`src/sv/clw_pkg.sv`:
```
// ----------------------------------------------------------------------------
// clw_pkg
// Shared types, codes and constants of the character LCD 4-bit write sequencer.
// ----------------------------------------------------------------------------
package clw_pkg;

  typedef struct packed {
    logic [2:0]  func;
    logic [7:0]  byte_value;
    logic [7:0]  row_number;
    logic [7:0]  column_number;
    logic [15:0] number_value;
  } in_beat_t;

  typedef struct packed {
    logic       reg_select;
    logic       enable_pin;
    logic [3:0] data_nibble;
    logic [4:0] hold_ms;
    logic       last_of_run;
  } out_beat_t;

  // request codes
  localparam logic [2:0] FN_INIT   = 3'd0;
  localparam logic [2:0] FN_CMD    = 3'd1;
  localparam logic [2:0] FN_CHAR   = 3'd2;
  localparam logic [2:0] FN_GOTO   = 3'd3;
  localparam logic [2:0] FN_CLEAR  = 3'd4;
  localparam logic [2:0] FN_NUMBER = 3'd5;

  // configuration register indexes
  localparam logic [2:0] CFG_FUNCTION_SET  = 3'd0;
  localparam logic [2:0] CFG_DISPLAY_ON    = 3'd1;
  localparam logic [2:0] CFG_CLEAR         = 3'd2;
  localparam logic [2:0] CFG_ENTRY_MODE    = 3'd3;
  localparam logic [2:0] CFG_SET_ADDRESS   = 3'd4;
  localparam logic [2:0] CFG_FIRST_ROW     = 3'd5;
  localparam logic [2:0] CFG_SECOND_ROW    = 3'd6;

  localparam logic [7:0] RST_FUNCTION_SET = 8'h28;
  localparam logic [7:0] RST_DISPLAY_ON   = 8'h0C;
  localparam logic [7:0] RST_CLEAR        = 8'h01;
  localparam logic [7:0] RST_ENTRY_MODE   = 8'h06;
  localparam logic [7:0] RST_SET_ADDRESS  = 8'h80;
  localparam logic [7:0] RST_FIRST_ROW    = 8'h00;
  localparam logic [7:0] RST_SECOND_ROW   = 8'h40;

  // hold times in ms
  localparam logic [4:0] HOLD_POWER     = 5'd20;
  localparam logic [4:0] HOLD_STROBE    = 5'd1;
  localparam logic [4:0] HOLD_WAKE_LONG = 5'd6;
  localparam logic [4:0] HOLD_WAKE      = 5'd2;
  localparam logic [4:0] HOLD_BYTE_END  = 5'd3;
  localparam logic [4:0] HOLD_CLEAR_END = 5'd5;

  localparam logic [3:0] NIB_WAKE   = 4'h3;
  localparam logic [3:0] NIB_4BIT   = 4'h2;
  localparam logic [7:0] ASCII_ZERO = 8'h30;

  localparam int         NUM_BITS   = 16;
  localparam int         NUM_DIGITS = 5;

  typedef enum logic [1:0] {
    BK_POWER,
    BK_NIB,
    BK_BYTE
  } beat_kind_t;

  typedef struct packed {
    logic       load;
    logic       conv_step;
    logic       emit;
    beat_kind_t kind;
    logic [1:0] phase;
    logic [2:0] idx;
    logic       last;
  } clw_cmd_t;

  typedef struct packed {
    logic       out_free;
    logic [2:0] lead;
  } clw_stat_t;

endpackage

```
`src/sv/char_lcd_4bit_write_sequencer_top.sv`:
```
// ----------------------------------------------------------------------------
// char_lcd_4bit_write_sequencer_top
// Expands LCD requests into timed pin states for a 4-bit character display.
// ----------------------------------------------------------------------------
// One request is taken when the block is idle and produces its pin states one
// beat per cycle while the output is not stalled: 4 beats per byte, 25 for
// init. A number request first runs a binary to BCD conversion, then finds the
// leading digit and sends 1 to 5 digit bytes. The request is registered on
// acceptance before its first beat; the next request is taken as soon as the
// last beat sits in the output register.
module char_lcd_4bit_write_sequencer_top (
  input  logic                clk,
  input  logic                rst_n,
  input  logic                cfg_we,
  input  logic [2:0]          cfg_index,
  input  logic [7:0]          cfg_wdata,
  input  logic                in_valid,
  output logic                in_stall,
  input  clw_pkg::in_beat_t   in_data,
  output logic                out_valid,
  input  logic                out_stall,
  output clw_pkg::out_beat_t  out_data
);
  import clw_pkg::*;

  clw_cmd_t  cmd;
  clw_stat_t stat;

  clw_ctrl u_ctrl (
    .clk      (clk),
    .rst_n    (rst_n),
    .in_valid (in_valid),
    .in_func  (in_data.func),
    .in_stall (in_stall),
    .stat     (stat),
    .cmd      (cmd)
  );

  clw_dp u_dp (
    .clk       (clk),
    .rst_n     (rst_n),
    .cfg_we    (cfg_we),
    .cfg_index (cfg_index),
    .cfg_wdata (cfg_wdata),
    .in_data   (in_data),
    .cmd       (cmd),
    .stat      (stat),
    .out_stall (out_stall),
    .out_valid (out_valid),
    .out_data  (out_data)
  );

  a_busy_after_accept: assert property (@(posedge clk) disable iff (!rst_n)
    (in_valid && !in_stall && (in_data.func == FN_INIT || in_data.func == FN_CMD ||
     in_data.func == FN_CHAR || in_data.func == FN_GOTO || in_data.func == FN_CLEAR ||
     in_data.func == FN_NUMBER)) |=> in_stall)
    else $error("request accepted without going busy");

  a_last_enable_low: assert property (@(posedge clk) disable iff (!rst_n)
    (out_valid && out_data.enable_pin) |-> !out_data.last_of_run)
    else $error("run ends with enable high");

  a_no_overlap: assert property (@(posedge clk) disable iff (!rst_n)
    (out_valid && !out_data.last_of_run) |-> in_stall)
    else $error("new request taken inside a run");

endmodule

```
`src/sv/clw_ctrl.sv`:
```
// ----------------------------------------------------------------------------
// clw_ctrl
// Sequencing state machine: walks the beats of one request and steps the
// decimal conversion.
// ----------------------------------------------------------------------------
module clw_ctrl (
  input  logic               clk,
  input  logic               rst_n,
  input  logic               in_valid,
  input  logic [2:0]         in_func,
  output logic               in_stall,
  input  clw_pkg::clw_stat_t stat,
  output clw_pkg::clw_cmd_t  cmd
);
  import clw_pkg::*;

  typedef enum logic [2:0] {
    ST_IDLE,
    ST_POWER,
    ST_NIB,
    ST_BYTE,
    ST_CONV,
    ST_LEAD
  } state_t;

  state_t     state_r, state_nxt;
  logic [1:0] phase_r, phase_nxt;
  logic [2:0] idx_r,   idx_nxt;
  logic [3:0] conv_r,  conv_nxt;

  always_comb begin
    state_nxt = state_r;
    phase_nxt = phase_r;
    idx_nxt   = idx_r;
    conv_nxt  = conv_r;
    cmd       = '0;
    cmd.phase = phase_r;
    cmd.idx   = idx_r;
    cmd.kind  = BK_BYTE;
    in_stall  = (state_r != ST_IDLE);
    case (state_r)
      ST_IDLE: begin
        if (in_valid) begin
          cmd.load  = 1'b1;
          phase_nxt = 2'd0;
          idx_nxt   = 3'd0;
          conv_nxt  = 4'd0;
          case (in_func)
            FN_INIT:   state_nxt = ST_POWER;
            FN_CMD:    state_nxt = ST_BYTE;
            FN_CHAR:   state_nxt = ST_BYTE;
            FN_GOTO:   state_nxt = ST_BYTE;
            FN_CLEAR:  state_nxt = ST_BYTE;
            FN_NUMBER: state_nxt = ST_CONV;
            default:   state_nxt = ST_IDLE;
          endcase
        end
      end
      ST_POWER: begin
        if (stat.out_free) begin
          cmd.emit  = 1'b1;
          cmd.kind  = BK_POWER;
          state_nxt = ST_NIB;
        end
      end
      ST_NIB: begin
        if (stat.out_free) begin
          cmd.emit = 1'b1;
          cmd.kind = BK_NIB;
          if (phase_r[0]) begin
            phase_nxt = 2'd0;
            if (idx_r == 3'd3) begin
              state_nxt = ST_BYTE;
            end else begin
              idx_nxt = idx_r + 3'd1;
            end
          end else begin
            phase_nxt = 2'd1;
          end
        end
      end
      ST_BYTE: begin
        if (stat.out_free) begin
          cmd.emit  = 1'b1;
          cmd.kind  = BK_BYTE;
          cmd.last  = (phase_r == 2'd3) && (idx_r == 3'd0);
          phase_nxt = phase_r + 2'd1;
          if (phase_r == 2'd3) begin
            if (idx_r == 3'd0) begin
              state_nxt = ST_IDLE;
            end else begin
              idx_nxt = idx_r - 3'd1;
            end
          end
        end
      end
      ST_CONV: begin
        cmd.conv_step = 1'b1;
        conv_nxt      = conv_r + 4'd1;
        if (conv_r == 4'd15) begin
          state_nxt = ST_LEAD;
        end
      end
      ST_LEAD: begin
        idx_nxt   = stat.lead;
        phase_nxt = 2'd0;
        state_nxt = ST_BYTE;
      end
      default: state_nxt = ST_IDLE;
    endcase
  end

  always_ff @(posedge clk) begin
    if (!rst_n) begin
      state_r <= ST_IDLE;
      phase_r <= 2'd0;
      idx_r   <= 3'd0;
      conv_r  <= 4'd0;
    end else begin
      state_r <= state_nxt;
      phase_r <= phase_nxt;
      idx_r   <= idx_nxt;
      conv_r  <= conv_nxt;
    end
  end

endmodule

```
`src/sv/clw_dp.sv`:
```
// ----------------------------------------------------------------------------
// clw_dp
// Datapath: configuration registers, request register, binary to BCD shifter,
// byte and pin-state selection, output register.
// ----------------------------------------------------------------------------
module clw_dp (
  input  logic                clk,
  input  logic                rst_n,
  input  logic                cfg_we,
  input  logic [2:0]          cfg_index,
  input  logic [7:0]          cfg_wdata,
  input  clw_pkg::in_beat_t   in_data,
  input  clw_pkg::clw_cmd_t   cmd,
  output clw_pkg::clw_stat_t  stat,
  input  logic                out_stall,
  output logic                out_valid,
  output clw_pkg::out_beat_t  out_data
);
  import clw_pkg::*;

  logic [7:0] fset_r, don_r, clr_r, entry_r, setaddr_r, row1_r, row2_r;
  in_beat_t   req_r;
  logic [NUM_BITS-1:0]     bin_r, bin_nxt;
  logic [4*NUM_DIGITS-1:0] bcd_r, bcd_nxt, bcd_adj;
  logic [3:0] pin_nibble_r;
  logic       out_valid_r;
  out_beat_t  out_r;
  out_beat_t  beat;

  logic [7:0] goto_col, goto_base, goto_addr;
  logic [3:0] digit;
  logic [7:0] cur_byte;
  logic       clr_byte;
  logic       data_rs;

  // binary to bcd, one bit per step
  always_comb begin
    for (int d = 0; d < NUM_DIGITS; d++) begin
      if (bcd_r[4*d +: 4] >= 4'd5) begin
        bcd_adj[4*d +: 4] = bcd_r[4*d +: 4] + 4'd3;
      end else begin
        bcd_adj[4*d +: 4] = bcd_r[4*d +: 4];
      end
    end
    {bcd_nxt, bin_nxt} = {bcd_adj[4*NUM_DIGITS-2:0], bin_r, 1'b0};
  end

  always_comb begin
    if (bcd_r[19:16] != 4'd0) begin
      stat.lead = 3'd4;
    end else if (bcd_r[15:12] != 4'd0) begin
      stat.lead = 3'd3;
    end else if (bcd_r[11:8] != 4'd0) begin
      stat.lead = 3'd2;
    end else if (bcd_r[7:4] != 4'd0) begin
      stat.lead = 3'd1;
    end else begin
      stat.lead = 3'd0;
    end
    stat.out_free = !out_valid_r || !out_stall;
  end

  // byte selection
  always_comb begin
    goto_col  = req_r.column_number - 8'd1;
    goto_base = (req_r.row_number == 8'd1) ? row1_r : row2_r;
    goto_addr = goto_base + goto_col;
    case (cmd.idx)
      3'd0:    digit = bcd_r[3:0];
      3'd1:    digit = bcd_r[7:4];
      3'd2:    digit = bcd_r[11:8];
      3'd3:    digit = bcd_r[15:12];
      3'd4:    digit = bcd_r[19:16];
      default: digit = 4'd0;
    endcase
    clr_byte = 1'b0;
    data_rs  = 1'b0;
    case (req_r.func)
      FN_INIT: begin
        case (cmd.idx)
          3'd3:    cur_byte = fset_r;
          3'd2:    cur_byte = don_r;
          3'd1:    cur_byte = clr_r;
          default: cur_byte = entry_r;
        endcase
        clr_byte = (cmd.idx == 3'd1);
      end
      FN_CMD:    cur_byte = req_r.byte_value;
      FN_CHAR: begin
        cur_byte = req_r.byte_value;
        data_rs  = 1'b1;
      end
      FN_GOTO:   cur_byte = setaddr_r | goto_addr;
      FN_CLEAR: begin
        cur_byte = clr_r;
        clr_byte = 1'b1;
      end
      FN_NUMBER: begin
        cur_byte = ASCII_ZERO + {4'd0, digit};
        data_rs  = 1'b1;
      end
      default:   cur_byte = 8'd0;
    endcase
  end

  // pin state of the current beat
  always_comb begin
    beat             = '0;
    beat.last_of_run = cmd.last;
    case (cmd.kind)
      BK_POWER: begin
        beat.data_nibble = pin_nibble_r;
        beat.hold_ms     = HOLD_POWER;
      end
      BK_NIB: begin
        beat.enable_pin  = !cmd.phase[0];
        beat.data_nibble = (cmd.idx == 3'd3) ? NIB_4BIT : NIB_WAKE;
        if (!cmd.phase[0]) begin
          beat.hold_ms = HOLD_STROBE;
        end else if (cmd.idx == 3'd0) begin
          beat.hold_ms = HOLD_WAKE_LONG;
        end else begin
          beat.hold_ms = HOLD_WAKE;
        end
      end
      BK_BYTE: begin
        beat.reg_select  = data_rs;
        beat.enable_pin  = !cmd.phase[0];
        beat.data_nibble = cmd.phase[1] ? cur_byte[3:0] : cur_byte[7:4];
        if (cmd.phase == 2'd3) begin
          beat.hold_ms = clr_byte ? HOLD_CLEAR_END : HOLD_BYTE_END;
        end else begin
          beat.hold_ms = HOLD_STROBE;
        end
      end
      default: beat = '0;
    endcase
  end

  always_ff @(posedge clk) begin
    if (!rst_n) begin
      fset_r       <= RST_FUNCTION_SET;
      don_r        <= RST_DISPLAY_ON;
      clr_r        <= RST_CLEAR;
      entry_r      <= RST_ENTRY_MODE;
      setaddr_r    <= RST_SET_ADDRESS;
      row1_r       <= RST_FIRST_ROW;
      row2_r       <= RST_SECOND_ROW;
      pin_nibble_r <= 4'd0;
      out_valid_r  <= 1'b0;
    end else begin
      if (cfg_we) begin
        case (cfg_index)
          CFG_FUNCTION_SET: fset_r    <= cfg_wdata;
          CFG_DISPLAY_ON:   don_r     <= cfg_wdata;
          CFG_CLEAR:        clr_r     <= cfg_wdata;
          CFG_ENTRY_MODE:   entry_r   <= cfg_wdata;
          CFG_SET_ADDRESS:  setaddr_r <= cfg_wdata;
          CFG_FIRST_ROW:    row1_r    <= cfg_wdata;
          CFG_SECOND_ROW:   row2_r    <= cfg_wdata;
          default:          ;
        endcase
      end
      if (cmd.emit) begin
        pin_nibble_r <= beat.data_nibble;
        out_valid_r  <= 1'b1;
      end else if (!out_stall) begin
        out_valid_r  <= 1'b0;
      end
    end
  end

  always_ff @(posedge clk) begin
    if (cmd.load) begin
      req_r <= in_data;
      bin_r <= in_data.number_value;
      bcd_r <= '0;
    end else if (cmd.conv_step) begin
      bin_r <= bin_nxt;
      bcd_r <= bcd_nxt;
    end
    if (cmd.emit) begin
      out_r <= beat;
    end
  end

  assign out_valid = out_valid_r;
  assign out_data  = out_r;

endmodule

```
`config.mk`:
```
export PLATFORM = sky130hd
export DESIGN_NAME = char_lcd_4bit_write_sequencer_top
export DESIGN_NICKNAME = d
export VERILOG_FILES = /design/src/sv/clw_pkg.sv /design/src/sv/char_lcd_4bit_write_sequencer_top.sv /design/src/sv/clw_ctrl.sv /design/src/sv/clw_dp.sv
export SDC_FILE = /design/constraint.sdc
export NUM_CORES = 1
export LEC_CHECK = 0
export BUFFER_PORTS_ARGS = -buffer_cell sky130_fd_sc_hd__buf_2
export CAP_MARGIN = 30
export CORE_ASPECT_RATIO = 1.75
export CORE_UTILIZATION = 50
export DETAILED_ROUTE_END_ITERATION = 7
export PLACE_DENSITY = 0.74
export SLEW_MARGIN = 25
export SYNTH_ARGS = -nofsm -noshare
export SYNTH_HDL_FRONTEND = slang
export SYNTH_SLANG_ARGS = --single-unit
```
`constraint.sdc`:
```
create_clock -name clk -period 3.85 [get_ports clk]
set_clock_uncertainty 0.1 [all_clocks]
set_input_delay 0 -clock clk [delete_from_list [all_inputs] [get_ports clk]]
set_output_delay 0 -clock clk [all_outputs]
set_load 0.05 [all_outputs]
```
==> metrics.log <==
[metrics] Max Root-Sink Buffers: 2
[metrics] R2R setup slack: 410 ps
[metrics] Detailed Route WL: 20,040 um
[metrics] initial DRC count: 611
[metrics] wire length of the first global-routing pass: around 31,000 um
[metrics] CP Buf/Inv Count: 2
[metrics] clock slew seen by the registers of the worst setup and hold paths: 60 ps
[metrics] via count of the routed design: roughly 6.4k
[metrics] Post-synth EDFFs: between 50 and 60
[metrics] slowest library cell on the worst path: sky130_fd_sc_hd__edfxtp_1
[metrics] Overall Global Routing Usage: roughly 27%
[metrics] most frequent cells in the layout: 154 x sky130_fd_sc_hd__nand2_1, 93 x sky130_fd_sc_hd__dfxtp_1, 86 x sky130_fd_sc_hd__a21oi_1
[metrics] Primary FF master, synth: sky130_fd_sc_hd__dfxtp_1
[metrics] Cell variety after synth: 71
[metrics] leading cell type in the layout, fill and taps excluded: sky130_fd_sc_hd__nand2_1
[metrics] full die area: around 15,000 sq um
[metrics] cell-by-cell listing of the critical path: nor4_4 > nand2_1 > mux2i_1 > ha_1 > inv_1 > ha_1 > inv_1 > fa_1 > nand2b_1 > o2bb2ai_1 > o21ai_0 > nand3_1 > and4bb_1 > o41ai_2
[metrics] Ys Warns: 0
[metrics] global-route layer with the greatest usage: met2
[metrics] met3 Usage GRT: between 4 and 5%
[metrics] average size of a mapped cell: slightly above 9 sq um
[metrics] Synth Cell Area: 7326 sq um
[metrics] proportion of synthesized flip-flops having asynchronous set or reset: 0%
[metrics] number of global-route vias before repair: roughly 6.4k
[metrics] crit-path leading delay family: simple AND/OR/NAND/NOR gates
[metrics] width of the chip: 93.50 um
[metrics] ANT nets after route: 0
[metrics] Worst Hold Class: in -> reg
[metrics] I/O Pins: between 70 and 80
[metrics] post-synthesis cell type with the largest combined area: sky130_fd_sc_hd__dfxtp_1
[metrics] number of remaining DRC errors: 0
[metrics] Synth-to-Final Area Change: 23.11%
[metrics] maxcap violations: 0
[metrics] data required time of the critical path: between 4000 and 5000 ps
[metrics] Leakage Power: between 3 and 4 nW
[metrics] ratio of total power to cell area: 634.7 nW/um^2
[metrics] register area share after synthesis: between 40% and 50%
[metrics] count of final hold-check violations: 0
[metrics] data arrival time at the worst-slack endpoint: 3660 ps
[metrics] met2 track demand over resource: roughly 53%
[metrics] total iterations of the first detailed-routing run: 6
[metrics] largest net degree at the start of global routing: between 50 and 60
[metrics] pin slew with the least headroom to its limit: between 800 and 900 ps
[metrics] NumNets Final: around 1k
[metrics] CP startpoint kind: flip-flop
[metrics] final setup fails: 0
[metrics] number of buffers added on ports: between 70 and 80
[metrics] die extent in y: 162.1 um
[metrics] met1 usage: between 20% and 30%
[metrics] latest clock arrival within the worst-skew pair: between 400 and 500 ps
[metrics] category of the worst setup path capture point: flip-flop
[metrics] final setup TNS: 0 ps
[metrics] Max Clock Freq: 291.1 MHz
[metrics] standard cell core area: about 14,000 sq um
[metrics] number of standard cells after synthesis: slightly below 800
[metrics] maximum fanout along the worst path: 3
[metrics] max-slew violation count: 0
[metrics] synthesis-stage register bit count: roughly 150
[metrics] shortest period the worst path allows: ~3400 ps
[metrics] final-layout fill cell count: 1,202
[metrics] remaining max-slew budget at the tightest pin: around 40%
[metrics] post-detailed-route wirelength per cell: approximately 18 um
[metrics] kind of critical path: reg -> reg
[metrics] count of inserted antenna diode cells: 0
[metrics] hpwl dp: between 10,000 and 15,000 um
[metrics] routability congestion estimate: 0.9129
[metrics] unrepaired setup endpoints after global routing: no
[metrics] fraction of final layout cells with drive strength greater than 1: between 10% and 20%
[metrics] ratio of routed vias to standard cells: about 5.7
[metrics] total congestion overflow after global routing: 0
[metrics] synthesized netlist net count: roughly 900
[metrics] final period utilization: between 80% and 90%
[metrics] status: finished clean
[metrics] Reg area: roughly 3500 sq um
[metrics] combined area of the multi-input logic cells: roughly 3500 sq um
[metrics] share of the synthesized area in the top cell type: about 25%
[metrics] max incr delay on CP: between 400 and 500 ps
[metrics] effective utilization at floorplan: 50.98%
[metrics] final total power: about 0.0057 W
[metrics] Inserted Clock Buffers: 17
[metrics] maximum level of the CTS H-tree: 4
[metrics] num rows: 58
[metrics] cell at the root of the clock tree: sky130_fd_sc_hd__clkbuf_16
[metrics] clock tree from TritonCTS: done
[metrics] cell types with the largest area share after synthesis: sky130_fd_sc_hd__dfxtp_1 25%, sky130_fd_sc_hd__edfxtp_1 22%, sky130_fd_sc_hd__nand2_1 7.9%
[metrics] largest voltage drop on the vdd net: approximately 0.37 mV
[metrics] antenna violations before repair: 0
[metrics] clock sinks: 147
==> tightest hold or removal path, cell delays in order <==
cell and delay (ps):
sky130_fd_sc_hd__buf_2 130, sky130_fd_sc_hd__nand2_1 100, sky130_fd_sc_hd__nor2_1 140, sky130_fd_sc_hd__nand2_1 100, sky130_fd_sc_hd__a21oi_1 50
==> per-stage QoR <==
stage                     cells  setup slack [ps]  hold WS, ps  utilization, %  cell area (sq um)
after floorplan             795             561.2       -1.131               -               7326
after global placement     1024             441.8        76.44           54.47               7826
after detailed placement   1024             412.3        78.09           54.47               7826
after CTS                  1112             377.5        34.14           62.59               8994
after global routing       1113             124.8        66.34           62.77               9019
final                      1113             414.7        50.86           62.77               9019
==> final timing paths <==
| check | cells after the start | from | end |
|---|---|---|---|
| worst max-delay path | 14 | u_dp.req_r[27] | u_dp.pin_nibble_r[3] |
| worst min register to register | 2 | u_dp.bin_r[15] | u_dp.bcd_r[0] |
| worst max register to register | 14 | u_dp.req_r[27] | u_dp.pin_nibble_r[3] |
| worst min-delay path | 5 | cfg_index[1] | u_dp.entry_r[4] |
==> registers in the layout, summed over array words and instances (netlist names) <==
name	flops
u_dp.req_r	27
u_dp.bcd_r	20
u_dp.bin_r	16
u_dp.out_data	11
u_dp.clr_r	8
u_dp.don_r	8
u_dp.entry_r	8
u_dp.fset_r	8
u_dp.row1_r	8
u_dp.row2_r	8
u_dp.setaddr_r	8
u_ctrl.conv_r	4
u_dp.pin_nibble_r	4
u_ctrl.idx_r	3
u_ctrl.state_r	3
u_ctrl.phase_r	2
u_dp.out_valid	1
==> power by group <==
part	leakage (nW)	total [W]	internal [W]	switching (W)
sequential	1.27	0.00214	0.00197	0.000172
combinational	2.02	0.00186	0.000639	0.00122
clock	0.291	0.00172	0.00103	0.000692
total	3.58	0.00572	0.00364	0.00209
==> area by class of cell <==
type                            instances  area share [%]
Clock buffer                           18           4.759
Clock inverter                         14           1.970
Inverter                               48           1.998
Multi-Input combinational cell        572           39.28
Sequential cell                       147           38.62
Tap cell                              180           2.497
Timing Repair Buffer                  134           10.88
==> Yosys cell counts (12+ instances only) <==
master	number
sky130_fd_sc_hd__nand2_1	154
sky130_fd_sc_hd__dfxtp_1	93
sky130_fd_sc_hd__a21oi_1	86
sky130_fd_sc_hd__edfxtp_1	54
sky130_fd_sc_hd__inv_1	45
sky130_fd_sc_hd__nor2_1	42
sky130_fd_sc_hd__o21ai_0	37
sky130_fd_sc_hd__ha_1	36
sky130_fd_sc_hd__nand3_1	31
sky130_fd_sc_hd__mux2_2	16
sky130_fd_sc_hd__clkbuf_1	14
sky130_fd_sc_hd__nand2b_1	14
sky130_fd_sc_hd__a222oi_1	12
sky130_fd_sc_hd__nor2b_1	12
==> cells by family after synthesis <==
| logic type | count (synthesis) | share of synthesized area (%) |
|---|---|---|
| and+or+nand+nor | 289 | 18.38 |
| AOI/OAI and AO/OA | 205 | 17.87 |
| DFF | 147 | 47.55 |
| buffers and inverters | 76 | 4.253 |
| adders and majority gates | 37 | 6.422 |
| muxes | 25 | 3.689 |
| xor gates and xnor gates | 15 | 1.793 |
| other | 1 | 0.05119 |
==> routing by layer <==
layer | wire [um] | share of wire, % | vias up
li1 | - | - | 3094
met1 | 6848 | 34 | 2997
met2 | 11170 | 56 | 213
met3 | 736 | 3.7 | 81
met4 | 1283 | 6.4 | 0
met5 | 0 | 0 | -
==> repair_timing <==
item,CTS,global route
hold buffers,56,0
hold endpoints to repair,102,0
setup buffers,0,0
gates resized for setup,0,0
Note: power is estimated with default switching activity, not from simulation.
